===== src/rtl/hrf_pkg.sv =====
// Package for the HTTP response framer: shared types, codes and character tables.
// Used by hrf_parser, hrf_out_queue and http_response_framer_core; no dependencies.
`timescale 1ns / 1ps

package hrf_pkg;

    typedef enum logic [2:0] {
        PH_VERSION = 3'd0,
        PH_CODE    = 3'd1,
        PH_REST    = 3'd2,
        PH_HEADER  = 3'd3,
        PH_SKIP    = 3'd4,
        PH_BODY    = 3'd5
    } phase_t;

    typedef enum logic [2:0] {
        NS_IDLE   = 3'd0,
        NS_BLANK  = 3'd1,
        NS_MINUS  = 3'd2,
        NS_PLUS   = 3'd3,
        NS_ZERO   = 3'd4,
        NS_ZEROX  = 3'd5,
        NS_DIGITS = 3'd6,
        NS_TRAIL  = 3'd7
    } num_state_t;

    typedef enum logic [1:0] {
        BASE_DEC = 2'd0,
        BASE_OCT = 2'd1,
        BASE_HEX = 2'd2
    } base_t;

    localparam logic [2:0] ST_OK        = 3'd0;
    localparam logic [2:0] ST_STATUS    = 3'd1;
    localparam logic [2:0] ST_MALFORMED = 3'd2;
    localparam logic [2:0] ST_SHORT     = 3'd3;
    localparam logic [2:0] ST_NOSPACE   = 3'd4;

    localparam logic [4:0]  NAME_LEN    = 5'd15;
    localparam logic [31:0] MAG_POS_MAX = 32'h7FFF_FFFF;
    localparam logic [31:0] MAG_NEG_MAX = 32'h8000_0000;
    localparam logic [31:0] MAG_CAP     = 32'h8000_0001;
    localparam logic [31:0] BODY_MAX    = 32'hFFFF_FFFF;
    localparam logic [30:0] CAP_RESET   = 31'd4096;

    localparam logic [7:0] CH_CR    = 8'h0D;
    localparam logic [7:0] CH_LF    = 8'h0A;
    localparam logic [7:0] CH_SPACE = 8'h20;
    localparam logic [7:0] CH_TAB   = 8'h09;
    localparam logic [7:0] CH_MINUS = 8'h2D;
    localparam logic [7:0] CH_PLUS  = 8'h2B;
    localparam logic [7:0] CH_ZERO  = 8'h30;
    localparam logic [4:0] DIGIT_NONE = 5'd16;

    // One word per result-producing item: an optional payload byte, then an optional status.
    typedef struct packed {
        logic        pay_valid;
        logic [7:0]  pay_byte;
        logic        stat_valid;
        logic [2:0]  status;
        logic [63:0] rv;
    } result_t;

    typedef struct packed {
        logic       ready;
    } queue_status_t;

    function automatic logic [7:0] name_char(input logic [3:0] idx);
        logic [7:0] ch;
        case (idx)
            4'd0:    ch = "c";
            4'd1:    ch = "o";
            4'd2:    ch = "n";
            4'd3:    ch = "t";
            4'd4:    ch = "e";
            4'd5:    ch = "n";
            4'd6:    ch = "t";
            4'd7:    ch = "-";
            4'd8:    ch = "l";
            4'd9:    ch = "e";
            4'd10:   ch = "n";
            4'd11:   ch = "g";
            4'd12:   ch = "t";
            4'd13:   ch = "h";
            4'd14:   ch = ":";
            default: ch = 8'h00;
        endcase
        return ch;
    endfunction

    function automatic logic [7:0] code_char(input logic [1:0] idx);
        logic [7:0] ch;
        case (idx)
            2'd0:    ch = "2";
            2'd1:    ch = "0";
            2'd2:    ch = "0";
            default: ch = 8'h00;
        endcase
        return ch;
    endfunction

    function automatic logic [4:0] digit_of(input logic [7:0] c);
        logic [4:0] d;
        d = DIGIT_NONE;
        if (c inside {["0":"9"]})
            d = 5'(c - 8'h30);
        else if (c inside {["a":"f"]})
            d = 5'(c - 8'h61) + 5'd10;
        else if (c inside {["A":"F"]})
            d = 5'(c - 8'h41) + 5'd10;
        return d;
    endfunction

    function automatic logic [4:0] radix_of(input base_t b);
        logic [4:0] r;
        case (b)
            BASE_OCT: r = 5'd8;
            BASE_HEX: r = 5'd16;
            default:  r = 5'd10;
        endcase
        return r;
    endfunction

    // Multiplies by the radix with shifts and saturates just above the negative limit.
    function automatic logic [31:0] accumulate(input logic [31:0] val, input base_t b,
                                               input logic [4:0] d);
        logic [36:0] v;
        case (b)
            BASE_OCT: v = {2'b00, val, 3'b000} + {32'd0, d};
            BASE_HEX: v = {1'b0, val, 4'b0000} + {32'd0, d};
            default:  v = {2'b00, val, 3'b000} + {4'b0000, val, 1'b0} + {32'd0, d};
        endcase
        return (v > {5'd0, MAG_NEG_MAX}) ? MAG_CAP : v[31:0];
    endfunction

endpackage


===== src/rtl/hrf_parser.sv =====
// Per-byte parse state of the framer and the results one byte causes.
// Depends on hrf_pkg.
`timescale 1ns / 1ps

module hrf_parser (
    input  logic             clk,
    input  logic             rst_n,
    input  logic             step,
    input  logic [7:0]       in_byte,
    input  logic             in_end,
    input  logic [30:0]      capacity,
    output hrf_pkg::result_t result
);

    hrf_pkg::phase_t     phase_reg, phase_upd, phase_next;
    logic [2:0]          tok_cnt_reg, tok_cnt_upd, tok_cnt_next;
    logic                match_ok_reg, match_ok_upd, match_ok_next;
    logic [4:0]          line_pos_reg, line_pos_upd, line_pos_next;
    logic                name_match_reg, name_match_upd, name_match_next;
    hrf_pkg::num_state_t num_reg, num_upd, num_next;
    hrf_pkg::base_t      base_reg, base_upd, base_next;
    logic [31:0]         len_reg, len_upd, len_next;
    logic                known_reg, known_upd, known_next;
    logic                neg_reg, neg_upd, neg_next;
    logic [31:0]         body_cnt_reg, body_cnt_upd, body_cnt_next;
    logic [63:0]         value_reg, value_upd, value_next;
    logic [2:0]          err_reg, err_upd, err_next;

    logic [7:0]  lc;
    logic [4:0]  dig;
    logic [31:0] cap_ext;
    logic        allowed;
    logic [2:0]  final_st;

    assign cap_ext = {1'b0, capacity};
    assign dig     = hrf_pkg::digit_of(in_byte);
    assign lc      = (in_byte inside {["A":"Z"]}) ? in_byte + 8'd32 : in_byte;

    always_comb
    begin
        phase_upd      = phase_reg;
        tok_cnt_upd    = tok_cnt_reg;
        match_ok_upd   = match_ok_reg;
        line_pos_upd   = line_pos_reg;
        name_match_upd = name_match_reg;
        num_upd        = num_reg;
        base_upd       = base_reg;
        len_upd        = len_reg;
        known_upd      = known_reg;
        neg_upd        = neg_reg;
        body_cnt_upd   = body_cnt_reg;
        value_upd      = value_reg;
        err_upd        = err_reg;
        if (step && err_reg == hrf_pkg::ST_OK)
        begin
            case (phase_reg)
                hrf_pkg::PH_VERSION:
                begin
                    if (in_byte == hrf_pkg::CH_SPACE)
                        phase_upd = hrf_pkg::PH_CODE;
                    else if (in_byte == hrf_pkg::CH_CR)
                        err_upd = hrf_pkg::ST_MALFORMED;
                end
                hrf_pkg::PH_CODE:
                begin
                    if (in_byte == hrf_pkg::CH_SPACE || in_byte == hrf_pkg::CH_CR)
                    begin
                        if (!(match_ok_reg && tok_cnt_reg == 3'd3))
                            err_upd = hrf_pkg::ST_STATUS;
                        phase_upd = (in_byte == hrf_pkg::CH_SPACE) ? hrf_pkg::PH_REST
                                                                   : hrf_pkg::PH_HEADER;
                        line_pos_upd   = 5'd0;
                        name_match_upd = 1'b1;
                        num_upd        = hrf_pkg::NS_IDLE;
                    end
                    else
                    begin
                        if (tok_cnt_reg >= 3'd3 ||
                            in_byte != hrf_pkg::code_char(tok_cnt_reg[1:0]))
                            match_ok_upd = 1'b0;
                        if (tok_cnt_reg < 3'd4)
                            tok_cnt_upd = tok_cnt_reg + 3'd1;
                    end
                end
                hrf_pkg::PH_REST:
                begin
                    if (in_byte == hrf_pkg::CH_CR)
                    begin
                        phase_upd      = hrf_pkg::PH_HEADER;
                        line_pos_upd   = 5'd0;
                        name_match_upd = 1'b1;
                        num_upd        = hrf_pkg::NS_IDLE;
                    end
                end
                hrf_pkg::PH_HEADER:
                begin
                    if (in_byte == hrf_pkg::CH_CR)
                    begin
                        if (line_pos_reg <= 5'd1)
                            phase_upd = hrf_pkg::PH_SKIP;
                        else
                        begin
                            case (num_reg)
                                hrf_pkg::NS_IDLE:
                                begin
                                end
                                hrf_pkg::NS_ZERO, hrf_pkg::NS_DIGITS, hrf_pkg::NS_TRAIL:
                                begin
                                    if (len_reg > (neg_reg ? hrf_pkg::MAG_NEG_MAX
                                                           : hrf_pkg::MAG_POS_MAX))
                                        err_upd = hrf_pkg::ST_MALFORMED;
                                    else
                                    begin
                                        known_upd = 1'b1;
                                        if (len_reg == 32'd0)
                                            neg_upd = 1'b0;
                                    end
                                end
                                default: err_upd = hrf_pkg::ST_MALFORMED;
                            endcase
                        end
                        line_pos_upd   = 5'd0;
                        name_match_upd = 1'b1;
                        num_upd        = hrf_pkg::NS_IDLE;
                    end
                    else
                    begin
                        if (line_pos_reg >= 5'd1 && line_pos_reg <= hrf_pkg::NAME_LEN)
                        begin
                            if (name_match_reg &&
                                lc == hrf_pkg::name_char(4'(line_pos_reg - 5'd1)))
                            begin
                                if (line_pos_reg == hrf_pkg::NAME_LEN)
                                begin
                                    num_upd  = hrf_pkg::NS_BLANK;
                                    base_upd = hrf_pkg::BASE_DEC;
                                    len_upd  = 32'd0;
                                    neg_upd  = 1'b0;
                                end
                            end
                            else
                                name_match_upd = 1'b0;
                        end
                        else if (line_pos_reg > hrf_pkg::NAME_LEN &&
                                 num_reg != hrf_pkg::NS_IDLE)
                        begin
                            case (num_reg)
                                hrf_pkg::NS_BLANK, hrf_pkg::NS_MINUS, hrf_pkg::NS_PLUS:
                                begin
                                    if (num_reg == hrf_pkg::NS_BLANK &&
                                        (in_byte == hrf_pkg::CH_SPACE ||
                                         in_byte == hrf_pkg::CH_TAB))
                                    begin
                                    end
                                    else if (num_reg == hrf_pkg::NS_BLANK &&
                                             in_byte == hrf_pkg::CH_MINUS)
                                    begin
                                        num_upd = hrf_pkg::NS_MINUS;
                                        neg_upd = 1'b1;
                                    end
                                    else if (num_reg != hrf_pkg::NS_PLUS &&
                                             in_byte == hrf_pkg::CH_PLUS)
                                        num_upd = hrf_pkg::NS_PLUS;
                                    else if (in_byte == hrf_pkg::CH_ZERO)
                                    begin
                                        num_upd = hrf_pkg::NS_ZERO;
                                        len_upd = 32'd0;
                                    end
                                    else if (in_byte inside {["1":"9"]})
                                    begin
                                        num_upd  = hrf_pkg::NS_DIGITS;
                                        base_upd = hrf_pkg::BASE_DEC;
                                        len_upd  = {27'd0, dig};
                                    end
                                    else
                                    begin
                                        err_upd = hrf_pkg::ST_MALFORMED;
                                        num_upd = hrf_pkg::NS_IDLE;
                                    end
                                end
                                hrf_pkg::NS_ZERO:
                                begin
                                    if (in_byte == "x" || in_byte == "X")
                                        num_upd = hrf_pkg::NS_ZEROX;
                                    else if (in_byte == hrf_pkg::CH_LF)
                                        num_upd = hrf_pkg::NS_TRAIL;
                                    else if (dig < 5'd8)
                                    begin
                                        num_upd  = hrf_pkg::NS_DIGITS;
                                        base_upd = hrf_pkg::BASE_OCT;
                                        len_upd  = hrf_pkg::accumulate(len_reg,
                                                                       hrf_pkg::BASE_OCT, dig);
                                    end
                                    else
                                    begin
                                        err_upd = hrf_pkg::ST_MALFORMED;
                                        num_upd = hrf_pkg::NS_IDLE;
                                    end
                                end
                                hrf_pkg::NS_ZEROX:
                                begin
                                    if (dig < 5'd16)
                                    begin
                                        num_upd  = hrf_pkg::NS_DIGITS;
                                        base_upd = hrf_pkg::BASE_HEX;
                                        len_upd  = {27'd0, dig};
                                    end
                                    else
                                    begin
                                        err_upd = hrf_pkg::ST_MALFORMED;
                                        num_upd = hrf_pkg::NS_IDLE;
                                    end
                                end
                                hrf_pkg::NS_DIGITS:
                                begin
                                    if (dig < hrf_pkg::radix_of(base_reg))
                                        len_upd = hrf_pkg::accumulate(len_reg, base_reg, dig);
                                    else if (in_byte == hrf_pkg::CH_LF)
                                        num_upd = hrf_pkg::NS_TRAIL;
                                    else
                                    begin
                                        err_upd = hrf_pkg::ST_MALFORMED;
                                        num_upd = hrf_pkg::NS_IDLE;
                                    end
                                end
                                default:
                                begin
                                    err_upd = hrf_pkg::ST_MALFORMED;
                                    num_upd = hrf_pkg::NS_IDLE;
                                end
                            endcase
                        end
                        if (line_pos_reg <= hrf_pkg::NAME_LEN)
                            line_pos_upd = line_pos_reg + 5'd1;
                    end
                end
                hrf_pkg::PH_SKIP:
                    phase_upd = hrf_pkg::PH_BODY;
                default:
                begin
                    if (body_cnt_reg < 32'd8)
                        value_upd[{body_cnt_reg[2:0], 3'b000} +: 8] =
                            value_reg[{body_cnt_reg[2:0], 3'b000} +: 8] | in_byte;
                    if (body_cnt_reg != hrf_pkg::BODY_MAX)
                        body_cnt_upd = body_cnt_reg + 32'd1;
                end
            endcase
        end
    end

    always_comb
    begin
        allowed = err_reg == hrf_pkg::ST_OK && known_reg && !neg_reg &&
                  len_reg >= 32'd8 && (len_reg - 32'd8) <= cap_ext;
        final_st = hrf_pkg::ST_MALFORMED;
        if (err_upd != hrf_pkg::ST_OK)
            final_st = err_upd;
        else
        begin
            case (phase_upd)
                hrf_pkg::PH_CODE:
                    final_st = (match_ok_upd && tok_cnt_upd == 3'd3) ? hrf_pkg::ST_MALFORMED
                                                                     : hrf_pkg::ST_STATUS;
                hrf_pkg::PH_SKIP, hrf_pkg::PH_BODY:
                begin
                    if (!known_upd)
                        final_st = hrf_pkg::ST_MALFORMED;
                    else if (neg_upd)
                        final_st = hrf_pkg::ST_SHORT;
                    else if (phase_upd == hrf_pkg::PH_SKIP || len_upd > body_cnt_upd)
                        final_st = hrf_pkg::ST_MALFORMED;
                    else if (len_upd < 32'd8)
                        final_st = hrf_pkg::ST_SHORT;
                    else if ((len_upd - 32'd8) > cap_ext)
                        final_st = hrf_pkg::ST_NOSPACE;
                    else
                        final_st = hrf_pkg::ST_OK;
                end
                default: final_st = hrf_pkg::ST_MALFORMED;
            endcase
        end
        result.pay_valid  = step && err_reg == hrf_pkg::ST_OK &&
                            phase_reg == hrf_pkg::PH_BODY && body_cnt_reg >= 32'd8 &&
                            allowed && body_cnt_reg < len_reg;
        result.pay_byte   = in_byte;
        result.stat_valid = step && in_end;
        result.status     = final_st;
        result.rv         = (final_st == hrf_pkg::ST_OK) ? value_upd : 64'd0;
    end

    always_comb
    begin
        if (step && in_end)
        begin
            phase_next      = hrf_pkg::PH_VERSION;
            tok_cnt_next    = 3'd0;
            match_ok_next   = 1'b1;
            line_pos_next   = 5'd0;
            name_match_next = 1'b1;
            num_next        = hrf_pkg::NS_IDLE;
            base_next       = hrf_pkg::BASE_DEC;
            len_next        = 32'd0;
            known_next      = 1'b0;
            neg_next        = 1'b0;
            body_cnt_next   = 32'd0;
            value_next      = 64'd0;
            err_next        = hrf_pkg::ST_OK;
        end
        else
        begin
            phase_next      = phase_upd;
            tok_cnt_next    = tok_cnt_upd;
            match_ok_next   = match_ok_upd;
            line_pos_next   = line_pos_upd;
            name_match_next = name_match_upd;
            num_next        = num_upd;
            base_next       = base_upd;
            len_next        = len_upd;
            known_next      = known_upd;
            neg_next        = neg_upd;
            body_cnt_next   = body_cnt_upd;
            value_next      = value_upd;
            err_next        = err_upd;
        end
    end

    always_ff @(posedge clk or negedge rst_n)
    begin
        if (!rst_n)
        begin
            phase_reg      <= hrf_pkg::PH_VERSION;
            tok_cnt_reg    <= 3'd0;
            match_ok_reg   <= 1'b1;
            line_pos_reg   <= 5'd0;
            name_match_reg <= 1'b1;
            num_reg        <= hrf_pkg::NS_IDLE;
            base_reg       <= hrf_pkg::BASE_DEC;
            len_reg        <= 32'd0;
            known_reg      <= 1'b0;
            neg_reg        <= 1'b0;
            body_cnt_reg   <= 32'd0;
            value_reg      <= 64'd0;
            err_reg        <= hrf_pkg::ST_OK;
        end
        else
        begin
            phase_reg      <= phase_next;
            tok_cnt_reg    <= tok_cnt_next;
            match_ok_reg   <= match_ok_next;
            line_pos_reg   <= line_pos_next;
            name_match_reg <= name_match_next;
            num_reg        <= num_next;
            base_reg       <= base_next;
            len_reg        <= len_next;
            known_reg      <= known_next;
            neg_reg        <= neg_next;
            body_cnt_reg   <= body_cnt_next;
            value_reg      <= value_next;
            err_reg        <= err_next;
        end
    end

endmodule


===== src/rtl/hrf_out_queue.sv =====
// Two-entry result queue that sends, per entry, its payload word if any and then its status word if any.
// Depends on hrf_pkg.
`timescale 1ns / 1ps

module hrf_out_queue (
    input  logic                   clk,
    input  logic                   rst_n,
    input  hrf_pkg::result_t       push_data,
    output hrf_pkg::queue_status_t qstat,
    output logic                   out_valid,
    input  logic                   out_stall,
    output logic                   result_kind,
    output logic [7:0]             payload_byte,
    output logic [2:0]             resp_status,
    output logic signed [63:0]     resp_value,
    output logic                   last_of_item
);

    hrf_pkg::result_t entry_reg [2];
    logic [1:0] count_reg, count_next;
    logic       wr_ptr_reg, wr_ptr_next;
    logic       rd_ptr_reg, rd_ptr_next;
    logic       sent_reg, sent_next;

    hrf_pkg::result_t head;
    logic push, pop, fire, emit_pay;

    assign head     = entry_reg[rd_ptr_reg];
    assign push     = (push_data.pay_valid || push_data.stat_valid) && count_reg != 2'd2;
    assign emit_pay = head.pay_valid && !sent_reg;
    assign fire     = out_valid && !out_stall;
    assign pop      = fire && !(emit_pay && head.stat_valid);

    assign qstat.ready = count_reg != 2'd2;

    assign out_valid    = count_reg != 2'd0;
    assign result_kind  = !emit_pay;
    assign payload_byte = emit_pay ? head.pay_byte : 8'd0;
    assign resp_status  = emit_pay ? hrf_pkg::ST_OK : head.status;
    assign resp_value   = emit_pay ? 64'sd0 : $signed(head.rv);
    assign last_of_item = !emit_pay || !head.stat_valid;

    always_comb
    begin
        wr_ptr_next = push ? !wr_ptr_reg : wr_ptr_reg;
        rd_ptr_next = pop ? !rd_ptr_reg : rd_ptr_reg;
        count_next  = count_reg + {1'b0, push} - {1'b0, pop};
        if (pop)
            sent_next = 1'b0;
        else if (fire)
            sent_next = 1'b1;
        else
            sent_next = sent_reg;
    end

    always_ff @(posedge clk)
    begin
        if (push)
            entry_reg[wr_ptr_reg] <= push_data;
    end

    always_ff @(posedge clk or negedge rst_n)
    begin
        if (!rst_n)
        begin
            count_reg  <= 2'd0;
            wr_ptr_reg <= 1'b0;
            rd_ptr_reg <= 1'b0;
            sent_reg   <= 1'b0;
        end
        else
        begin
            count_reg  <= count_next;
            wr_ptr_reg <= wr_ptr_next;
            rd_ptr_reg <= rd_ptr_next;
            sent_reg   <= sent_next;
        end
    end

endmodule


===== src/rtl/http_response_framer_core.sv =====
// Top level of the HTTP response framer: input register, parser and result queue.
// Depends on hrf_pkg, hrf_parser and hrf_out_queue.
`timescale 1ns / 1ps

// The framer takes one response byte per cycle while in_stall is low and passes it
// through a single registered parse step: an accepted byte is held in the input
// register, parsed once the result queue has room, and its result words are written
// into the queue and offered from there. Bytes are accepted every cycle while the
// two-entry result queue has room. The queue sends one word per cycle while the
// output is not stalled; it fills when the output side stalls, and because a
// response end that carries a payload word as well as its status holds the queue
// head for both words, a result-producing byte close behind it can hold the input.
// Body bytes after the eight-byte return value and within a valid declared length
// that fits the capacity come out as payload words as they arrive, and the byte
// marked end_of_data adds a final status word. The consumer must discard the
// payload of a response whose status is not ok. The capacity register is written
// through cfg_write_en and should stay steady during a response.
module http_response_framer_core (
    input  logic               clk,
    input  logic               rst_n,
    input  logic               cfg_write_en,
    input  logic [30:0]        cfg_write_data,
    input  logic               in_valid,
    output logic               in_stall,
    input  logic [7:0]         data_byte,
    input  logic               end_of_data,
    output logic               out_valid,
    input  logic               out_stall,
    output logic               result_kind,
    output logic [7:0]         payload_byte,
    output logic [2:0]         resp_status,
    output logic signed [63:0] resp_value,
    output logic               last_of_item
);

    logic [30:0] capacity_reg;
    logic        in_full_reg, in_full_next;
    logic [7:0]  in_byte_reg;
    logic        in_end_reg;
    logic        accept, advance;

    hrf_pkg::result_t       result;
    hrf_pkg::queue_status_t qstat;

    assign advance  = in_full_reg && qstat.ready;
    assign in_stall = in_full_reg && !qstat.ready;
    assign accept   = in_valid && !in_stall;

    always_comb
    begin
        if (accept)
            in_full_next = 1'b1;
        else if (advance)
            in_full_next = 1'b0;
        else
            in_full_next = in_full_reg;
    end

    always_ff @(posedge clk or negedge rst_n)
    begin
        if (!rst_n)
        begin
            in_full_reg  <= 1'b0;
            capacity_reg <= hrf_pkg::CAP_RESET;
        end
        else
        begin
            in_full_reg <= in_full_next;
            if (cfg_write_en)
                capacity_reg <= cfg_write_data;
        end
    end

    always_ff @(posedge clk)
    begin
        if (accept)
        begin
            in_byte_reg <= data_byte;
            in_end_reg  <= end_of_data;
        end
    end

    hrf_parser u_parser (
        .clk      (clk),
        .rst_n    (rst_n),
        .step     (advance),
        .in_byte  (in_byte_reg),
        .in_end   (in_end_reg),
        .capacity (capacity_reg),
        .result   (result)
    );

    hrf_out_queue u_queue (
        .clk          (clk),
        .rst_n        (rst_n),
        .push_data    (result),
        .qstat        (qstat),
        .out_valid    (out_valid),
        .out_stall    (out_stall),
        .result_kind  (result_kind),
        .payload_byte (payload_byte),
        .resp_status  (resp_status),
        .resp_value   (resp_value),
        .last_of_item (last_of_item)
    );

    a_status_last: assert property (@(posedge clk) disable iff (!rst_n)
        out_valid && result_kind |-> last_of_item)
        else $error("status word without last_of_item");

    a_payload_clean: assert property (@(posedge clk) disable iff (!rst_n)
        out_valid && !result_kind |-> resp_status == hrf_pkg::ST_OK && resp_value == 64'sd0)
        else $error("payload word carries status fields");

    a_error_no_value: assert property (@(posedge clk) disable iff (!rst_n)
        out_valid && result_kind && resp_status != hrf_pkg::ST_OK |-> resp_value == 64'sd0)
        else $error("failed status carries a return value");

    a_code_range: assert property (@(posedge clk) disable iff (!rst_n)
        out_valid |-> resp_status <= hrf_pkg::ST_NOSPACE)
        else $error("status code out of range");

endmodule

===== config.mk =====
export PLATFORM = sky130hd
export DESIGN_NAME = http_response_framer_core
export DESIGN_NICKNAME = d
export VERILOG_FILES = /design/src/rtl/hrf_pkg.sv /design/src/rtl/hrf_parser.sv /design/src/rtl/hrf_out_queue.sv /design/src/rtl/http_response_framer_core.sv
export SDC_FILE = /design/constraint.sdc
export NUM_CORES = 1
export LEC_CHECK = 0
export ABC_AREA = 1
export BUFFER_PORTS_ARGS = -buffer_cell sky130_fd_sc_hd__buf_2
export CAP_MARGIN = 0
export CORE_AREA = 2 2 251 253
export DETAILED_ROUTE_END_ITERATION = 8
export DIE_AREA = 0 0 253 255
export HOLD_SLACK_MARGIN = 0.15
export PLACE_DENSITY = 0.66
export SLEW_MARGIN = 15
export SYNTH_ARGS = -nofsm -noshare
export SYNTH_HDL_FRONTEND = slang
export SYNTH_SLANG_ARGS = --single-unit
export TNS_END_PERCENT = 1

===== constraint.sdc =====
create_clock -name clk -period 12.68 [get_ports clk]
set_input_delay 0.634 -clock clk [delete_from_list [all_inputs] [get_ports clk]]
set_output_delay 0.634 -clock clk [all_outputs]
set_load 0.02 [all_outputs]

==> results.yml <==
floorplan:
  io_pins: 124
  die_x_um: 253
  dieArea_um2: 64500
  start_util_pct: 49.2
  core_area_um2: 62200
  die_y_um: 255
  num_rows: 92
power:
  p_comb_share_pct: 57.7
  irDropWorstVdd_mv: 0.221
  p_sw_w: 0.00325
  intPower_w: 0.00318
  powerDensity_nw_per_um2: 193
  power_leakage_nw: 16.4
  swShare_pct: 50.5
  seqPwrFrac_pct: 23.0
  clkPwrFrac_pct: 19.3
grt:
  grt.overflow.total: 0
  grt_max_degree: 79
  grt_pass1_vias: 27000
  track_usage_pct: 31.7
  antenna_found_initial: 2
  grt_first_pass_wirelength_mm: 158
sta:
  fin_crit_sh_pct: 81.6
  worst_slew_pin_slew_ns: 1.20
  rsz0062_at_grt: "no"
  setup_tns_ns: 0
  finalSetupViolCount: 0
  slew_viol_final: 0
  finClkSkew_ns: 0.0428
  layout_setup_ws_ns: 2.33
  relSlewSlack_pct: 18.5
  fmax_ghz: 0.0966
  hold_viol_final: 0
  finalCriticalPeriod_ns: 10.35
detailed_routing:
  wirelength_mm: 103
  drt_iter0_drc: 3062
  drtAntennaViolNets: 0
  wl_per_cell_um: 19.5
  drc_errors: 0
  firstDrtPassIters: 6
  drt-vias-per-instance: 5.59
  vias: 29500
cts:
  cts_hold_buf: 1
  cts_resized: 0
  cts_tree: "done"
  htreeDepth: 2
  clock_path_buffers: 3
  clock_sinks: 351
  clk_latency_ns: 0.59
  clockRootBuffer: "clkbuf_16"
  cts.clk_slew.worst_paths_ns: 0.06
  numCtsBuffers: 40
  cts_setup_buffers: 0
yosys:
  synth-edff-count: 163
  ys_async_sr_fraction_pct: 53.6
  synth-seq-cells: 351
  syn_inst: 4406
  syn_avg_cell_area_um2: 6.94
  seq_area_frac_synth_pct: 31.4
  synth_ff_type: "dfrtp_1"
  synth_warnings: 0
  syn-num-nets: 4677
  syn_area_um2: 30600
  synth.distinct_cells: 78
layout:
  final_core_util_pct: 53.4
  regArea_um2: 9600
  drive_above_1_share_pct: 9.06
  stdcell_count: 5290
  nets: 4730
  antenna_cells: 0
  largest_reg_flops: 154
  final_area_um2: 33200
  num-fill-cells: 6243
  areaGrowthSynthToFinish_pct: 8.64
  multiInputGateArea_um2: 18100
status:
  outcome: "completed"
placement:
  dpl_worst_slack_ns: 2.72
  dp_hpwl_mm: 79.1
  gp_congestion: 1.02
  numPortBuffers: 123
  dpl_cell_area_um2: 31800
  dp.cells: 5215
setup_path:
  cp-end-kind: "flip-flop"
  r2r_slack_ns: 2.33
  crit_slowest_cell: "edfxtp_1"
  cp_max_fo: 64
  worst-setup-path-type: "reg -> reg"
  setup.worst_path.start_class: "flip-flop"
  crit_path_frequent_cell: "nand2_1"
  cp.arrival_ns: 10.73
  max_stage_delay_ns: 0.56
  worstPathRequired_ns: 13.06
worst_hold_path:
  min_path_type: "in -> reg"
job:
  cap_violations: 0
metal layers:
| layer | global-route usage [%] | wire, um | part of all wire, % | vias up |
|---|---|---|---|---|
| met2 | 51.3 | 47000 | 46 | 1168 |
| met1 | 44.3 | 46200 | 45 | 13700 |
| met3 | 3.61 | 6740 | 6.5 | 180 |
| met4 | 10.4 | 3170 | 3.1 | 2 |
| li1 | - | - | - | 14500 |
| met5 | 0 | 10 | 0.0097 | - |
path summary, 6_finish.rpt:
path                                             from                         to  cells after the start
worst min register to register  u_parser.match_ok_reg      u_parser.match_ok_reg                      2
worst min-delay path                     data_byte[4]             in_byte_reg[4]                      1
max in group asynchronous                       rst_n         u_queue.rd_ptr_reg                      4
worst max register to register         in_byte_reg[1]    u_queue.entry_reg[0][0]                     54
min in group asynchronous                       rst_n  u_parser.body_cnt_reg[26]                      2
worst max-delay path                   in_byte_reg[1]    u_queue.entry_reg[0][0]                     54
critical path: cells and delay by family (launching register included):
kind	cells	cell delay (ns)
compound gates	10	1.99
xor+xnor	3	0.49
fa+ha+maj	5	1.55
buf+inv	9	1.06
flops	1	0.56
simple gates	27	4.32
cell families (layout without fill, tap and decap cells):
logic type      after synthesis  count (layout)  synth area share (%)
compound gates              640             640                  11.9
mux                          36              36                  1.18
xor+xnor                    122             122                  3.50
simple gates               2306            2306                  33.2
buf+inv                     725             810                  9.49
fa+ha+maj                   226             226                  9.32
flops                       351             351                  31.4
layout by cell type (no fill, tap or decap), types with 7 or more instances in the layout:
cell type / instances
nand2_1: 1280
inv_1: 522
nor2_1: 477
a21oi_1: 275
ha_1: 223
nand3_1: 211
o21ai_0: 209
dfrtp_1: 184
edfxtp_1: 163
buf_2: 122
xor2_1: 108
nor3_1: 71
nand4_1: 70
nor2_4: 70
buf_4: 44
clkbuf_16: 40
mux2i_1: 35
nor4_1: 30
clkinv_1: 23
nand2_2: 23
inv_2: 22
o211ai_1: 19
o22ai_1: 19
a22oi_1: 17
nor2_2: 16
nand3b_1: 14
xnor2_1: 14
a31oi_1: 13
a211oi_1: 11
clkbuf_1: 11
nand3_2: 9
or2_2: 8
clkbuf_8: 7
per-stage QoR:
stage,hold slack (ns),total power (W)
floorplan,0.338,0.00420
global placement,0.461,0.00514
detailed placement,0.478,0.00515
CTS,0.227,0.00640
global route,0.237,0.00693
finish,0.253,0.00642
layout make-up:
| type | count | area share [%] |
|---|---|---|
| Clock inverter | 17 | 0.859 |
| Sequential cell | 351 | 28.9 |
| Tap cell | 799 | 3.01 |
| Inverter | 568 | 6.43 |
| Multi-Input combinational cell | 3330 | 54.5 |
| Timing Repair Buffer | 168 | 2.90 |
| Clock buffer | 57 | 3.39 |
cells in the mapped netlist (all sizes together) (17+ instances only):
library cell,n,area share (%)
nand4,70,1.4
o22ai,19,0.39
clkinv,24,0.29
inv,544,6.7
clkbuf,115,1.4
nand2,1306,16
a21oi,280,4.7
a22oi,17,0.42
dfrtp,185,15
buf,42,1.1
mux2i,35,1.1
o211ai,19,0.47
nor4,32,0.68
nor2,564,8.8
xor2,108,3.1
ha,223,9.1
o21ai,212,3.5
edfxtp,163,16
nor3,73,1.2
nand3,221,3.8
power by group through the flow:
stage / sequential [W] / clock [W] / combinational (W)
after floorplan: 0.00145 / 0 / 0.00275
after global placement: 0.00149 / 0 / 0.00365
after detailed placement: 0.00150 / 0 / 0.00365
after CTS: 0.00148 / 0.00126 / 0.00367
after global routing: 0.00149 / 0.00131 / 0.00413
final: 0.00148 / 0.00124 / 0.00371
No activity file was read; power rests on OpenSTA's default activity.
